==> src/hdl/euq_pkg.sv <==
// ----------------------------------------------------------------------------
// euq_pkg
// Shared widths, payload types, CORDIC angle table and fixed-point helpers
// for the Euler angle / quaternion converter.
// ----------------------------------------------------------------------------
`default_nettype none

package euq_pkg;

  localparam int XW       = 58;
  localparam int ZW       = 34;
  localparam int QW       = 34;
  localparam int SW       = 37;
  localparam int NW       = 61;
  localparam int SQ_CELLS = 31;
  localparam int TAB_LEN  = 40;

  localparam logic signed [XW-1:0] GAIN_INV = XW'(64'sd652032874);
  localparam logic signed [ZW-1:0] HALF_PI  = ZW'(64'sd1073741824);
  localparam logic signed [SW-1:0] ONE_Q30  = SW'(64'sd1073741824);

  localparam int ATAN_TAB [TAB_LEN] = '{
    536870912, 316933406, 167458907, 85004756, 42667331, 21354465,
    10679838, 5340245, 2670163, 1335087, 667544, 333772, 166886, 83443,
    41722, 20861, 10430, 5215, 2608, 1304, 652, 326, 163, 81, 41, 20,
    10, 5, 3, 1, 1, 0, 0, 0, 0, 0, 0, 0, 0, 0
  };

  typedef struct packed {
    logic               kind;
    logic signed [31:0] roll_in;
    logic signed [31:0] pitch_in;
    logic signed [31:0] yaw_in;
    logic signed [31:0] qx_in;
    logic signed [31:0] qy_in;
    logic signed [31:0] qz_in;
    logic signed [31:0] qw_in;
  } in_t;

  typedef struct packed {
    logic               kind_out;
    logic signed [31:0] qx_out;
    logic signed [31:0] qy_out;
    logic signed [31:0] qz_out;
    logic signed [31:0] qw_out;
    logic signed [31:0] roll_out;
    logic signed [31:0] pitch_out;
    logic signed [31:0] yaw_out;
    logic               pitch_clamped;
  } out_t;

  typedef struct packed {
    logic signed [XW-1:0] x;
    logic signed [XW-1:0] y;
    logic signed [ZW-1:0] z;
  } lane_t;

  typedef struct packed {
    logic       kind;
    logic [2:0] zero;
    logic       hi;
    logic       lo;
  } side_t;

  typedef struct packed {
    logic               kind;
    logic signed [31:0] roll;
    logic signed [31:0] pitch;
    logic signed [31:0] yaw;
    logic signed [SW-1:0] yaw_y;
    logic signed [SW-1:0] yaw_x;
    logic signed [SW-1:0] roll_y;
    logic signed [SW-1:0] roll_x;
    logic signed [SW-1:0] sine;
    logic               hi;
    logic               lo;
  } pre_t;

  function automatic logic signed [QW-1:0] qmul(input logic signed [QW-1:0] a,
                                                input logic signed [QW-1:0] b);
    logic signed [2*QW-1:0] p;
    p = a * b;
    p = p + $signed((2*QW)'(64'd536870912));
    return QW'(p >>> 30);
  endfunction

  function automatic logic signed [31:0] clamp32(input logic signed [QW:0] v);
    if (v > $signed((QW+1)'(64'sd2147483647))) return 32'sh7fffffff;
    if (v < $signed(-(QW+1)'(64'sd2147483648))) return 32'sh80000000;
    return v[31:0];
  endfunction

endpackage

`default_nettype wire

==> src/hdl/euq_cordic_cell.sv <==
// ----------------------------------------------------------------------------
// euq_cordic_cell
// One CORDIC micro-rotation on three lanes; rotation mode for angle beats,
// vectoring mode for quaternion beats.
// ----------------------------------------------------------------------------
`default_nettype none

module euq_cordic_cell #(
  parameter int STEP = 0
) (
  input  logic                  clk_i,
  input  logic                  rst_ni,
  input  logic                  en_i,
  input  logic                  valid_i,
  input  euq_pkg::side_t        side_i,
  input  euq_pkg::lane_t [2:0]  lane_i,
  output logic                  valid_o,
  output euq_pkg::side_t        side_o,
  output euq_pkg::lane_t [2:0]  lane_o
);
  import euq_pkg::*;

  localparam logic signed [ZW-1:0] Angle = ZW'(ATAN_TAB[STEP]);

  logic          valid_q;
  side_t         side_q;
  lane_t [2:0]   lane_q, lane_d;
  logic  [2:0]   pos;

  always_comb begin
    for (int l = 0; l < 3; l++) begin
      pos[l] = side_i.kind ? (lane_i[l].y < 0) : (lane_i[l].z >= 0);
      if (pos[l]) begin
        lane_d[l].x = lane_i[l].x - (lane_i[l].y >>> STEP);
        lane_d[l].y = lane_i[l].y + (lane_i[l].x >>> STEP);
        lane_d[l].z = lane_i[l].z - Angle;
      end else begin
        lane_d[l].x = lane_i[l].x + (lane_i[l].y >>> STEP);
        lane_d[l].y = lane_i[l].y - (lane_i[l].x >>> STEP);
        lane_d[l].z = lane_i[l].z + Angle;
      end
    end
  end

  always_ff @(posedge clk_i or negedge rst_ni) begin
    if (!rst_ni) valid_q <= 1'b0;
    else if (en_i) valid_q <= valid_i;
  end

  always_ff @(posedge clk_i) begin
    if (en_i) begin
      side_q <= side_i;
      lane_q <= lane_d;
    end
  end

  assign valid_o = valid_q;
  assign side_o  = side_q;
  assign lane_o  = lane_q;

endmodule

`default_nettype wire

==> config.mk <==
export PLATFORM = sky130hd
export DESIGN_NAME = euq_cordic_cell
export DESIGN_NICKNAME = d
export VERILOG_FILES = /design/src/hdl/euq_pkg.sv /design/src/hdl/euq_cordic_cell.sv
export SDC_FILE = /design/constraint.sdc
export NUM_CORES = 2
export LEC_CHECK = 0
export ABC_AREA = 1
export BUFFER_PORTS_ARGS = -buffer_cell sky130_fd_sc_hd__buf_2
export CORE_MARGIN = 3
export CORE_UTILIZATION = 50
export DETAILED_ROUTE_END_ITERATION = 7
export PLACE_DENSITY = 0.83
export SLEW_MARGIN = 40
export SYNTH_ARGS = -nofsm -noshare
export SYNTH_HDL_FRONTEND = slang
export SYNTH_SLANG_ARGS = --single-unit
==> constraint.sdc <==
create_clock -name clk_i -period 1.3 [get_ports clk_i]
set_input_delay 0.195 -clock clk_i [delete_from_list [all_inputs] [get_ports clk_i]]
set_output_delay 0.195 -clock clk_i [all_outputs]
set_load 0.01 [all_outputs]
==> metrics.md, run 1 <==
| Metric | Value |
|---|---|
| First-pass GRT wire length | 734 mm |
| EDFF count, synth | 453 |
| Port Buffers | about 900 |
| Die X | 359 um |
| Synth warn | 0 |
| Mapped Area | around 62000 um2 |
| FF+latch count, synth | 454 |
| Largest net degree at the start of global routing | 62 |
| Routability cong. | 1.18 |
| Fail Step | global routing |
| Clock root buffer | clkbuf_16 |
| Cells after Synth | 10500 |
| CTS Buf Count | 55 |
| Number of global-route vias before repair | 102000 |
| GRT overflow | between 2000 and 2500 |
| H-tree Lvls | 2 |
| Top-area cell type share of the netlist area | 23.7% |
| Count of cell types in the netlist | 51 |
| Synth Flop Type | edfxtp_1 |
| Synth top area cells | nand2_1, edfxtp_1, inv_1 |
| Commonest cells in the netlist | nand2_1, inv_1, nand3_1, nor2_1, ha_1 |
| Cell with the most instances after synthesis | nand2_1 |
| Stop err | [ERROR GRT-0116] Global routing finished with congestion. Check the congestion regions in the DRC Viewer. |
| Starting Density | between 50% and 60% |
| # clock sinks | roughly 450 |
| Mapped Nets | roughly 12000 |
| GR Util All Layers | about four fifths |
| Placed Cells | 14900 |
| Mean post-synth cell area | approximately 5.9 um2 |
| Post-DP HPWL | ~280 mm |
| Outcome | stopped before the end |
| Clock tree buffer depth | 3 |
| # IOs | just over 900 |
| Sequential area share after synthesis | about 22% |
| Synth area leader | nand2_1 |
| Std cell rows | 128 |
| Chip Height | 359 um |
| Async set-reset flop share out of synthesis | 0.220% |
## repair_timing
item | CTS
hold buffers | 105
endpoints found under the hold margin | 124
buffers inserted | 279
resized for setup | 2814
gates cloned | 0
setup endpoints to repair | 786
pin swaps | 956
## layer usage
metal	global-route usage, %	overflow
met4	70.0	251
met3	66.7	527
met2	92.7	646
met1	80.2	894
met5	45.3	51
## cells by family after synthesis
kind of cell,count (synthesis),synth area share (%)
buffers and inverters,2472,15.9
muxes,7,0.115
AOI/OAI and AO/OA,999,8.62
adders and majority gates,582,11.9
DFF,454,21.9
xor gates and xnor gates,167,2.37
and+or+nand+nor,5838,39.3
## per-stage QoR
stage	hold WS [ns]	area [um2]	util, %	setup TNS (ns)	setup WS, ns
after global placement	-0.0289	85800	69.9	-386.24	-1.38
after detailed placement	-0.0291	85800	69.9	-400.70	-1.42
after CTS	-0.0502	101000	82.0	-136.61	-0.453
after floorplan	-0.101	64600	-	-154.64	-0.537
==> inputs of run 2 (changes only) <==
Settings changed: CORE_UTILIZATION 50 to 35, PLACE_DENSITY 0.83 to unset, PLACE_DENSITY_LB_ADDON set to 0.15.
==> metrics.md, run 2 <==
| Metric | Value |
|---|---|
| WP data arrival | 1.54 ns |
| Crit-path max FO | 1 |
| # clock sinks | 454 |
| Top-area cell type share of the netlist area | a little under a quarter |
| CTS tree | yes |
| Worst slew pin tran | 0.600 ns |
| Routability cong. | 1.09 |
| FMAX | ~570 MHz |
| Vias per cell | 5.05 |
| Cells after Synth | 10500 |
| Mapped Area | 62200 um2 |
| Gr busiest metal | met2 |
| Pre-Repair DR Iteration Count | 8 |
| Worst r2r dst | valid_o$_DFFE_PN0P_ |
| Port Buffers | 916 |
| Mapped Nets | 11600 |
| Clock tree buffer depth | 3 |
| Core area | between 150000 and 200000 um2 |
| Worst path max stage delay | 0.59 ns |
| Fill count | 15600 |
| Hold_ws | 0.0372 ns |
| Core Util, Final | 63.7% |
| TNS Setup | -146.58 ns |
| R2R cell count | 1 |
| Register area | 13600 um2 |
| Synth warn | 0 |
| Setup slack after layout | -0.439 ns |
| Crit-path cells | buf_2 |
| Count of cell types in the netlist | 51 |
| Post-DP HPWL | 313 mm |
| M3 GR Usage | 4.66% |
| Layout Cells excl Fill | about 16000 |
| Chip Height | 427 um |
| Nets | 15100 |
| EDFF count, synth | ~450 |
| Number of global-route vias before repair | slightly above 80000 |
| Commonest cells in the netlist | nand2_1, inv_1, nand3_1, nor2_1, ha_1 |
| Crit path launch type | flip-flop |
| RSZ-0062 raised after global routing | true |
| Worst Setup End Kind | output pin |
| Initial antenna violation count | between 40 and 50 |
| Critical path required time | 1.11 ns |
| Per-cell routed wire length | 22.8 um |
| Clk_skew | 0 ns |
| Final hold vios | 0 |
| Starting Density | a little over a third |
| Die X | 427 um |
| Detailed router's first-iteration violation count | 6248 |
| Final WL | 375 mm |
| WP buf/inv | 1 |
| GR Util met2 | between 60% and 70% |
| # IOs | 917 |
| Hold Path Origin | lane_i[393] |
| Vias post-DR | 83200 |
| Clock root buffer | clkbuf_16 |
| Placed Cells | 15800 |
| Synth-to-Final Area Change | 80.6% |
| Layout cells sized above 1 | 51.9% |
| Max FFs per register | 447 |
| Area of the multi-input gates | 54700 um2 |
| Mean post-synth cell area | 5.91 um2 |
| Max_slew headroom | 60.0% |
| Synth top area cells | nand2_1, edfxtp_1, inv_1 |
| GR Util All Layers | 38.7% |
| Slowest CP cell | edfxtp_1 |
| Worst min path class | in2reg |
| Violated checks | design-rule violations, negative setup slack |
| Sequential area share after synthesis | 21.9% |
| Worst r2r src | valid_o$_DFFE_PN0P_ |
| First-pass GRT wire length | 519 mm |
| Minimum clock period | 1.74 ns |
| Synth Flop Type | edfxtp_1 |
| Pre-CTS setup slack | -1.52 ns |
| Commonest non-fill, non-tap cells in the layout | nand2_1, buf_4, inv_1 |
| Clock transition at path regs | 0.06 ns |
| FF+latch count, synth | 454 |
| Cell with the most instances after synthesis | nand2_1 |
| Synth area leader | nand2_1 |
| Hold Crit Depth | 3 |
| GRT overflow | 0 |
| Clock Latency Late Sink | 0.71 ns |
| Leakage power | 0.0591 uW |
| VDD IR-drop max | about 1.1 mV |
| Outcome | finished with violations |
| Cell family with the largest share of critical-path delay | flip-flops |
| Largest net degree at the start of global routing | 57 |
| Commonest non-fill, non-tap cell in the layout | nand2_1 |
| Power density over the cells | about 810 nW/um2 |
| DRC viols | 14 |
| Die area | 183000 um2 |
| Std cell rows | 154 |
| Async set-reset flop share out of synthesis | 0.220% |
| Hold EP | lane_o[335]$_DFFE_PP_ |
| M1 GR Usage | 44.4% |
| H-tree Lvls | 2 |
| R2R Setup Slk | 0.55 ns |
| CTS Buf Count | 60 |
| Final ANT Viol Nets | 0 |
| Post-route clock period utilization | 134% |
| Final setup fails | 770 |
| Count of pins over their slew limit | 0 |
| Crit path kind | reg2out |
| Maxcap violations | 0 |
==> run 2: per-layer routing <==
metal / up-vias / wire length, um
met5: - / 39
met4: 6 / 38900
met3: 1017 / 23800
met2: 3464 / 173000
met1: 39200 / 140000
li1: 39500 / -
==> run 2: cells by family after synthesis <==
logic type | Yosys count | synth area share [%]
mux | 7 | 0.115
fa+ha+maj | 582 | 11.9
simple gates | 5838 | 39.3
flops | 454 | 21.9
compound gates | 999 | 8.62
xor+xnor | 167 | 2.37
buf+inv | 2472 | 15.9
==> run 2: worst max path at each step <==
stage | startpoint | to | cells past startpoint
3_3_place_gp | lane_i[337] | lane_o[372]$_DFFE_PP_ | 14
3_5_place_dp | lane_i[189] | lane_o[209]$_DFFE_PP_ | 12
4_1_cts | lane_o[287]$_DFFE_PP_ | lane_o[287] | 1
6_report | lane_o[231]$_DFFE_PP_ | lane_o[231] | 1
2_1_floorplan | lane_i[392] | lane_o[432]$_DFFE_PP_ | 15
5_1_grt | lane_o[231]$_DFFE_PP_ | lane_o[231] | 1
==> run 2: final cells by class <==
| cell class | instances | area share, % |
|---|---|---|
| Antenna cell | 36 | 0.0802 |
| Clock buffer | 75 | 1.42 |
| Clock inverter | 37 | 0.285 |
| Inverter | 2259 | 7.99 |
| Multi-Input combinational cell | 7593 | 48.7 |
| Sequential cell | 454 | 12.1 |
| Tap cell | 2340 | 2.61 |
| Timing Repair Buffer | 3675 | 26.7 |
==> run 2: report_power, final <==
part           total [uW]  switching, uW  internal [uW]  leakage, uW
logic               53500          31000          22500       0.0537
clock network       17200           7970           9190     0.000932
registers           20200           1310          18900      0.00444
total               90800          40200          50600       0.0591
==> run 2: per-stage QoR <==
| stage | cell area (um2) | total power, uW |
|---|---|---|
| after floorplan | 64600 | 38500 |
| after global placement | 87800 | 60600 |
| after detailed placement | 87800 | 60900 |
| after CTS | 104000 | 85700 |
| after global routing | 112000 | 94600 |
| final | 112000 | 90800 |
==> run 2: timing repair <==
action                                  in CTS  in global routing
setup buffers                              302                172
endpoints found under the setup margin     773                778
hold buffers                               115                  0
pin swaps                                  967                942
cloned                                       0                  0
endpoints found under the hold margin      133                  0
resized for setup                         3133               1924
Note: power is estimated with default switching activity, not from simulation.
