===== src/hdl/euq_pkg.sv =====
// ----------------------------------------------------------------------------
// euq_pkg
// Shared widths, payload types, CORDIC angle table and fixed-point helpers
// for the Euler angle / quaternion converter.
// ----------------------------------------------------------------------------
`default_nettype none

package euq_pkg;

  localparam int XW       = 58;
  localparam int ZW       = 34;
  localparam int QW       = 34;
  localparam int SW       = 37;
  localparam int NW       = 61;
  localparam int SQ_CELLS = 31;
  localparam int TAB_LEN  = 40;

  localparam logic signed [XW-1:0] GAIN_INV = XW'(64'sd652032874);
  localparam logic signed [ZW-1:0] HALF_PI  = ZW'(64'sd1073741824);
  localparam logic signed [SW-1:0] ONE_Q30  = SW'(64'sd1073741824);

  localparam int ATAN_TAB [TAB_LEN] = '{
    536870912, 316933406, 167458907, 85004756, 42667331, 21354465,
    10679838, 5340245, 2670163, 1335087, 667544, 333772, 166886, 83443,
    41722, 20861, 10430, 5215, 2608, 1304, 652, 326, 163, 81, 41, 20,
    10, 5, 3, 1, 1, 0, 0, 0, 0, 0, 0, 0, 0, 0
  };

  typedef struct packed {
    logic               kind;
    logic signed [31:0] roll_in;
    logic signed [31:0] pitch_in;
    logic signed [31:0] yaw_in;
    logic signed [31:0] qx_in;
    logic signed [31:0] qy_in;
    logic signed [31:0] qz_in;
    logic signed [31:0] qw_in;
  } in_t;

  typedef struct packed {
    logic               kind_out;
    logic signed [31:0] qx_out;
    logic signed [31:0] qy_out;
    logic signed [31:0] qz_out;
    logic signed [31:0] qw_out;
    logic signed [31:0] roll_out;
    logic signed [31:0] pitch_out;
    logic signed [31:0] yaw_out;
    logic               pitch_clamped;
  } out_t;

  typedef struct packed {
    logic signed [XW-1:0] x;
    logic signed [XW-1:0] y;
    logic signed [ZW-1:0] z;
  } lane_t;

  typedef struct packed {
    logic       kind;
    logic [2:0] zero;
    logic       hi;
    logic       lo;
  } side_t;

  typedef struct packed {
    logic               kind;
    logic signed [31:0] roll;
    logic signed [31:0] pitch;
    logic signed [31:0] yaw;
    logic signed [SW-1:0] yaw_y;
    logic signed [SW-1:0] yaw_x;
    logic signed [SW-1:0] roll_y;
    logic signed [SW-1:0] roll_x;
    logic signed [SW-1:0] sine;
    logic               hi;
    logic               lo;
  } pre_t;

  function automatic logic signed [QW-1:0] qmul(input logic signed [QW-1:0] a,
                                                input logic signed [QW-1:0] b);
    logic signed [2*QW-1:0] p;
    p = a * b;
    p = p + $signed((2*QW)'(64'd536870912));
    return QW'(p >>> 30);
  endfunction

  function automatic logic signed [31:0] clamp32(input logic signed [QW:0] v);
    if (v > $signed((QW+1)'(64'sd2147483647))) return 32'sh7fffffff;
    if (v < $signed(-(QW+1)'(64'sd2147483648))) return 32'sh80000000;
    return v[31:0];
  endfunction

endpackage

`default_nettype wire


===== src/hdl/euq_sqrt_cell.sv =====
// ----------------------------------------------------------------------------
// euq_sqrt_cell
// One digit of a restoring integer square root, with the beat's side data.
// ----------------------------------------------------------------------------
`default_nettype none

module euq_sqrt_cell #(
  parameter int BIT_POS = 60
) (
  input  logic                   clk_i,
  input  logic                   rst_ni,
  input  logic                   en_i,
  input  logic                   valid_i,
  input  euq_pkg::pre_t          pre_i,
  input  logic [euq_pkg::NW-1:0] n_i,
  input  logic [euq_pkg::NW-1:0] r_i,
  output logic                   valid_o,
  output euq_pkg::pre_t          pre_o,
  output logic [euq_pkg::NW-1:0] n_o,
  output logic [euq_pkg::NW-1:0] r_o
);
  import euq_pkg::*;

  localparam logic [NW-1:0] BitVal = NW'(1) << BIT_POS;

  logic          valid_q;
  pre_t          pre_q;
  logic [NW-1:0] n_q, n_d, r_q, r_d;
  logic [NW:0]   sum;

  always_comb begin
    sum = {1'b0, r_i} + {1'b0, BitVal};
    if ({1'b0, n_i} >= sum) begin
      n_d = n_i - sum[NW-1:0];
      r_d = (r_i >> 1) + BitVal;
    end else begin
      n_d = n_i;
      r_d = r_i >> 1;
    end
  end

  always_ff @(posedge clk_i or negedge rst_ni) begin
    if (!rst_ni) valid_q <= 1'b0;
    else if (en_i) valid_q <= valid_i;
  end

  always_ff @(posedge clk_i) begin
    if (en_i) begin
      pre_q <= pre_i;
      n_q   <= n_d;
      r_q   <= r_d;
    end
  end

  assign valid_o = valid_q;
  assign pre_o   = pre_q;
  assign n_o     = n_q;
  assign r_o     = r_q;

endmodule

`default_nettype wire


===== config.mk =====
export PLATFORM = sky130hd
export DESIGN_NAME = euq_sqrt_cell
export DESIGN_NICKNAME = d
export VERILOG_FILES = /design/src/hdl/euq_pkg.sv /design/src/hdl/euq_sqrt_cell.sv
export SDC_FILE = /design/constraint.sdc
export NUM_CORES = 1
export LEC_CHECK = 0
export BUFFER_PORTS_ARGS = -buffer_cell sky130_fd_sc_hd__buf_2
export CORE_AREA = 2 2 315 317
export CTS_CLUSTER_DIAMETER = 40
export CTS_CLUSTER_SIZE = 10
export DETAILED_ROUTE_END_ITERATION = 8
export DIE_AREA = 0 0 317 319
export PLACE_DENSITY_LB_ADDON = 0.25
export SLEW_MARGIN = 20
export SYNTH_ARGS = -nofsm -noshare
export SYNTH_HDL_FRONTEND = slang
export SYNTH_SLANG_ARGS = --single-unit

===== constraint.sdc =====
create_clock -name clk_i -period 0.8 [get_ports clk_i]
set_input_delay 0.12 -clock clk_i [delete_from_list [all_inputs] [get_ports clk_i]]
set_output_delay 0.12 -clock clk_i [all_outputs]
set_load 0.05 [all_outputs]

==> impl_metrics.py, run 1 <==
metrics = {
    "power_and_ir_drop": {
        "clock_power_share_pct": 39.9,
        "peakVddDrop_mv": 1.56,
        "seqPwrFrac_pct": 33.3,
        "internal_power_mw": 55.5,
        "power.switching_mw": 25.2,
        "combPwrFrac_pct": 26.8,
        "switching_share_pct": 31.2,
        "p_per_area_nw_per_um2": 2260,
        "p_leak_nw": 15.3,
    },
    "global_route": {
        "grt_overflow": 0,
        "grt_max_degree": 43,
        "grtUsageTotal_pct": 17.2,
        "grt_pass1_wl_microns": 124000,
        "antenna_found_initial": 22,
        "first_global_vias": 17600,
    },
    "setup_path": {
        "cp_top_family": "compound AO/OA/AOI/OAI gates",
        "start_kind": "input port",
        "crit_slowest_cell": "or3_4",
        "cp-end-kind": "flip-flop",
        "crit_chain": "buf_8 -> inv_4 -> ha_4 -> nand4_4 -> or3_4 -> a211o_1 -> a211oi_4 -> o2111ai_2 -> a211oi_2 -> nor2_4 -> buf_12 -> buf_6 -> mux2_4",
        "path_buf_inv": 4,
        "path_class": "input port to flip-flop",
        "crit_fanout": 8,
        "cp_data_required_time_ps": 1160,
        "arrival_ps": 2820,
        "critical_path.max_stage_delay_ps": 400,
    },
    "floorplanning": {
        "dieHeight_microns": 319,
        "core_sq_um": 97700,
        "io_pins": 817,
        "die_w_microns": 317,
        "num_rows": 115,
        "fp.dieArea_sq_um": 101000,
        "start_util_pct": 17.2,
    },
    "sta": {
        "worst_slew_pin_slew_ps": 664,
        "final.period_utilization_pct": 307,
        "drv_slew": 0,
        "rsz0062_at_grt": "yes",
        "fmax_mhz": 407,
        "finalWorstSetupSlack_ps": -1660,
        "setup_viol": 548,
        "finClkSkew_ps": 0,
        "slew_headroom_pct": 55.1,
        "fin_tns_setup_ps": -318480,
        "period_needed_ps": 2460,
        "hold_viol_final": 0,
    },
    "synthesis": {
        "synth.distinct_cells": 64,
        "syn-cell-area_sq_um": 16800,
        "avgSynthCellArea_sq_um": 14.6,
        "ys_seq_elements": 407,
        "async_flop_share_pct": 0.246,
        "ys_seq_area_share_pct": 72.6,
        "synth_cells": 1156,
        "synth_ff_type": "edfxtp_1",
        "syn_nets": 1629,
        "yosysWarnings": 0,
        "synth_edf_count": 406,
    },
    "clock_network": {
        "clk_path_buf_depth": 3,
        "cts_num_sinks": 407,
        "path_clk_slew_ps": 40,
        "cts-root-buf": "clkbuf_16",
        "cts-htree-levels": 3,
        "cts_made_buffers": 79,
        "cts_tree": "done",
        "insertion_delay_ps": 630,
    },
    "hold_path": {
        "hp-class": "input port to flip-flop",
    },
    "detailed_routing": {
        "route.detailed.drc": 0,
        "drt_iter0_markers": 862,
        "wirelength_microns": 91000,
        "num_vias": 16200,
        "ant_nets": 0,
        "viasPerCell": 3.96,
        "routedWlPerCell_microns": 22.2,
        "dr.pass1.iters": 5,
    },
    "place": {
        "portBuffers": 816,
        "hpwl_microns": 71800,
        "postPlaceCellArea_sq_um": 26400,
        "dp_slack_ps": -2580,
        "gp_congestion": 0.874,
    },
    "final_layout": {
        "register_area_sq_um": 12200,
        "design_area_sq_um": 35700,
        "layout-drive-gt1-share_pct": 47.9,
        "syn_to_final_growth_pct": 112,
        "fill_cells": 9399,
        "multi_input_area_sq_um": 4660,
        "nets": 3212,
    },
    "outcome": {
        "failed_checks": "negative setup slack",
        "status": "finished with violations",
    },
    "flow_run": {
        "cap_violations": 0,
    },
}
per-stage QoR:
step	util, %	hold WS [ps]	power [mW]	cells
3_3_place_gp	27.0	-104	44.8	3513
2_1_floorplan	-	-176	36.0	1156
3_5_place_dp	27.0	-98.8	44.8	3513
5_1_grt	36.5	8.05	83.6	4094
6_report	36.5	52.9	80.7	4099
4_1_cts	36.3	-27.5	81.5	4083
cell type report:
class / instances / area share, %
clock inverters: 50 / 1.43
repair inverters: 1 / 0.0245
multi-input cells: 629 / 13.1
clock buffers: 91 / 5.78
repair buffers: 1540 / 39.9
inverters: 81 / 0.978
flip-flops and latches: 407 / 34.2
well taps: 1287 / 4.51
diodes: 13 / 0.0911
cells in the final DEF, fill, tap and decap left out, types with 25 or more instances in the layout:
master / count
dlygate4sd3_1: 412
edfxtp_1: 406
nand2_1: 100
o21ai_0: 59
ha_1: 46
clkbuf_16: 81
buf_4: 290
inv_1: 72
buf_6: 321
buf_12: 112
a21o_1: 25
xnor2_1: 33
o21ai_1: 33
buf_2: 398
nor2_1: 36
a21oi_1: 69
cells in the mapped netlist, drive strengths merged, types with 2 or more instances:
cell,number,share of area (%)
o22ai,2,0.074
or3,6,0.22
o21a,5,0.22
mux2,6,0.42
inv,81,1.8
o21ba,2,0.12
and4,3,0.16
o211ai,8,0.36
a21oi,80,2.4
a211oi,7,0.37
nand3,7,0.21
a41oi,4,0.21
o21ai,98,2.9
nand2b,4,0.15
a31oi,8,0.30
o2111ai,3,0.16
a22o,2,0.10
a211o,4,0.21
xor2,20,1.0
nand2,108,2.4
a21o,25,1.1
and3,5,0.19
edfxtp,406,72
o21bai,16,0.71
o211a,5,0.30
a221oi,2,0.10
nor2,38,0.85
nor4,3,0.11
nor2b,4,0.15
xnor2,34,1.8
and2,7,0.26
ha,62,4.6
a2111oi,2,0.14
nor3,8,0.24
a31o,3,0.16
or2,2,0.074
o31ai,2,0.089
a221o,2,0.12
clkbuf,28,0.62
nand4,19,0.74
buf,11,0.50
flip-flops by register name, summed over array words and instances, names as in the netlist:
register,cells
pre_o,284
r_o,61
valid_o,1
n_o,61
power groups by stage:
| stage | Sequential [mW] | Clock [mW] | Combinational (mW) |
|---|---|---|---|
| 2_1_floorplan | 32.8 | 0 | 3.16 |
| 3_3_place_gp | 26.9 | 0 | 17.9 |
| 3_5_place_dp | 26.9 | 0 | 17.9 |
| 4_1_cts | 26.9 | 33.0 | 21.6 |
| 5_1_grt | 27.0 | 34.0 | 22.7 |
| 6_report | 26.9 | 32.2 | 21.7 |
metal layers:
layer | routed length, microns | part of all wire [%] | vias up | global-route usage [%]
met5 | 71 | 0.078 | - | 0
met4 | 3370 | 3.7 | 12 | 6.80
met3 | 8490 | 9.3 | 156 | 6.68
met2 | 45100 | 50 | 613 | 29.9
met1 | 34000 | 37 | 7904 | 18.7
li1 | - | - | 7558 | -
worst paths after layout:
check                      slack (ps)       to    start  cells past startpoint
max in group asynchronous         350  valid_o   rst_ni                      3
min                                50  n_o[57]  n_i[57]                      4
max                             -1660   n_o[1]  r_i[15]                     13
min in group asynchronous         330  valid_o   rst_ni                      3
max reg2reg                        20  valid_o  valid_o                      1
min reg2reg                       540  valid_o  valid_o                      1
cell families (layout without fill, tap and decap cells):
kind of cell / after synthesis / in the layout / share of synthesized area [%]
DFF: 407 / 407 / 72.6
adders and majority gates: 63 / 63 / 4.73
xor gates and xnor gates: 54 / 54 / 2.81
buffers and inverters: 120 / 1763 / 2.93
AOI/OAI and AO/OA: 288 / 288 / 10.6
other: 0 / 13 / 0
muxes: 7 / 7 / 0.483
and+or+nand+nor: 217 / 217 / 5.89
timing repair:
action                                  in CTS  in global routing
endpoints found under the setup margin     469                822
gates cloned                                 1                  0
hold endpoints to repair                   426                  0
gates resized for setup                    694                 43
setup buffers                               17                  3
pin swaps                                   34                 16
hold buffers                               413                  0
No activity file was read; power rests on OpenSTA's default activity.
==> inputs of run 2 (changes only) <==
Settings changed: ABC_AREA set to 1, CORE_AREA 2 2 315 317 to 2 2 318 320, DIE_AREA 0 0 317 319 to 0 0 320 322.
==> run 2 against run 1 <==
The flow still finishes with violations (negative setup slack). Sequential power hardly changed. Clock skew did not move. Die area grew 1.9%. Non-clock buffer count up 61. Wire length is 21% higher. Register-to-register slack hardly changed. Global-route usage is 3.3 points higher. Combinational power grew 18%. Area after synthesis increased by 13%. Utilization up 5.0 points. Sequential share of layout area down 4.7 points. Largest power group unchanged. Highest routed layer unchanged.
==> impl_metrics.py, run 2 <==
metrics = {
    "final_layout": {
        "design_area_sq_um": 41400,
        "final_common_cell": "nand2_1",
        "register_area_sq_um": 12200,
        "final_cell_mix": "462 x nand2_1, 411 x dlygate4sd3_1, 406 x edfxtp_1",
        "nets": 4053,
        "fill_cells": 9564,
        "layout-drive-gt1-share_pct": 48.4,
        "multi_input_area_sq_um": 7230,
        "syn_to_final_growth_pct": 117,
        "largest_reg_flops": 284,
    },
    "clock_network": {
        "cts_tree": "done",
        "path_clk_slew_ps": 40,
        "cts-htree-levels": 3,
        "cts_num_sinks": 407,
        "cts_made_buffers": 85,
        "clk_path_buf_depth": 3,
        "cts-root-buf": "clkbuf_16",
        "insertion_delay_ps": 650,
    },
    "setup_path": {
        "cp-end-kind": "flip-flop",
        "arrival_ps": 2010,
        "path_class": "input port to flip-flop",
        "start_kind": "input port",
        "cp_common_cell": "nand2_1",
        "crit_chain": "buf_2 -> inv_2 -> ha_4 -> nand2_1 -> nand2_1 -> inv_1 -> nand2_1 -> nand2_1 -> nand2_1 -> a21oi_2 -> nand2_2 -> nand2_2 -> nand3_4 -> buf_12 -> buf_12 -> clkbuf_16 -> nand2_2 -> o21ai_1",
        "critical_path.max_stage_delay_ps": 220,
        "crit_slowest_cell": "ha_4",
        "crit_fanout": 6,
        "path_buf_inv": 6,
        "cp_data_required_time_ps": 1180,
        "cp_top_family": "buffers and inverters",
    },
    "detailed_routing": {
        "wirelength_microns": 110000,
        "drt_iter0_markers": 1015,
        "num_vias": 19900,
        "routedWlPerCell_microns": 22.1,
        "route.detailed.drc": 0,
        "viasPerCell": 4.00,
        "dr.pass1.iters": 5,
        "ant_nets": 0,
    },
    "synthesis": {
        "synth-xor-area-share_pct": 1.38,
        "synthMuxAreaShare_pct": 0.0591,
        "synth_ff_type": "edfxtp_1",
        "synth_compound_area_share_pct": 2.48,
        "synth_edf_count": 406,
        "synth.top_cell.area_share_pct": 64.0,
        "avgSynthCellArea_sq_um": 9.97,
        "ys_top_cells_by_count": "637 x nand2_1, 410 x inv_1, 406 x edfxtp_1",
        "synth_top_family_by_area": "simple AND/OR/NAND/NOR gates",
        "ys_seq_elements": 407,
        "synth.most_common_cell": "nand2_1",
        "synth.distinct_cells": 31,
        "async_flop_share_pct": 0.246,
        "syn_nets": 2383,
        "yosysTopAreaCell": "edfxtp_1",
        "synth_cells": 1910,
        "ys_seq_area_share_pct": 64.1,
        "synthAdderAreaFrac_pct": 4.18,
        "synthSimpleGateAreaFrac_pct": 18.9,
        "syn-cell-area_sq_um": 19000,
        "yosysWarnings": 0,
        "synth_area_leaders": "edfxtp_1 64%, nand2_1 13%, inv_1 8.1%",
    },
    "global_route": {
        "grtUsageTotal_pct": 20.6,
        "first_global_vias": 20700,
        "antenna_found_initial": 33,
        "grt_pass1_wl_microns": 150000,
        "grt_max_degree": 29,
        "grt_overflow": 0,
    },
    "floorplanning": {
        "num_rows": 116,
        "dieHeight_microns": 322,
        "start_util_pct": 19.1,
        "core_sq_um": 99600,
        "die_w_microns": 320,
        "io_pins": 817,
        "fp.dieArea_sq_um": 103000,
    },
    "outcome": {
        "status": "finished with violations",
        "failed_checks": "negative setup slack",
    },
    "place": {
        "portBuffers": 816,
        "hpwl_microns": 85900,
        "postPlaceCellArea_sq_um": 29700,
        "gp_congestion": 0.935,
    },
    "sta": {
        "setup_viol": 472,
        "slew_headroom_pct": 76.9,
        "drv_slew": 0,
        "finClkSkew_ps": 0,
        "hold_viol_final": 0,
        "final.period_utilization_pct": 204,
        "period_needed_ps": 1630,
        "rsz0062_at_grt": "yes",
        "fmax_mhz": 614,
        "finalWorstSetupSlack_ps": -829,
        "fin_tns_setup_ps": -268060,
        "worst_slew_pin_slew_ps": 345,
    },
    "hold_path": {
        "hp-class": "input port to flip-flop",
    },
    "power_and_ir_drop": {
        "peakVddDrop_mv": 1.60,
        "p_per_area_nw_per_um2": 2170,
        "internal_power_mw": 61.3,
        "combPwrFrac_pct": 28.4,
        "clock_power_share_pct": 41.4,
        "seqPwrFrac_pct": 30.1,
        "power.switching_mw": 28.4,
        "p_leak_nw": 19.1,
        "switching_share_pct": 31.7,
    },
    "flow_run": {
        "cap_violations": 0,
    },
}
run 2: cell families after synthesis:
family,Yosys count
and+or+nand+nor,884
buffers and inverters,433
DFF,407
AOI/OAI and AO/OA,92
adders and majority gates,63
xor gates and xnor gates,30
muxes,1
run 2: final timing paths:
check / slack (ps) / cells past startpoint / startpoint / endpoint
setup / recovery: -830 / 18 / r_i[25] / n_o[25]
min in group asynchronous: 300 / 3 / rst_ni / valid_o
hold reg to reg: 530 / 1 / valid_o / valid_o
hold / removal: 30 / 2 / en_i / n_o[51]
max in group asynchronous: 380 / 3 / rst_ni / valid_o
setup reg to reg: 30 / 1 / valid_o / valid_o
run 2: power groups by stage:
stage / Sequential (mW) / Combinational (mW) / Clock [mW]
floorplan: 32.9 / 3.63 / 0
global placement: 27.1 / 19.9 / 0
detailed placement: 27.1 / 19.9 / 0
CTS: 27.0 / 24.6 / 37.8
global route: 27.2 / 26.7 / 38.8
finish: 27.0 / 25.5 / 37.2
run 2: metal layers:
metal  GRT usage [%]  part of all wire (%)  vias to the layer above
met3            6.46                   7.9                      212
met4            8.99                   4.3                       26
met2            35.3                    49                      700
met5               0                  0.15                        -
li1                -                     -                     9510
met1            23.5                    39                     9409
run 2: cell type report:
class | count | share of cell area, %
timing repair buffer | 1601 | 37.9
sequential | 407 | 29.5
multi-input combinational | 1070 | 17.5
clock buffer | 91 | 5.30
tap | 1298 | 3.93
inverter | 415 | 3.89
clock inverter | 65 | 1.90
antenna | 14 | 0.0847
run 2: per-stage QoR:
| stage | hold slack, ps | cells | util [%] | setup WS, ps | total power [mW] |
|---|---|---|---|---|---|
| floorplan | -176 | 1910 | - | -1130 | 36.5 |
| global placement | -104 | 4323 | 29.8 | -1820 | 47.0 |
| detailed placement | -103 | 4323 | 29.8 | -1810 | 46.9 |
| CTS | -33.3 | 4934 | 40.5 | -785 | 89.5 |
| global route | 0.418 | 4952 | 41.5 | -881 | 92.7 |
| finish | 27.7 | 4961 | 41.5 | -829 | 89.7 |
run 2: repair_timing:
| action | CTS | global route |
|---|---|---|
| endpoints found under the setup margin | 469 | 472 |
| resized for setup | 824 | 267 |
| setup buffers | 37 | 12 |
| pin swaps | 64 | 66 |
| endpoints found under the hold margin | 425 | 0 |
| hold buffers | 411 | 0 |
| cloned | 8 | 4 |
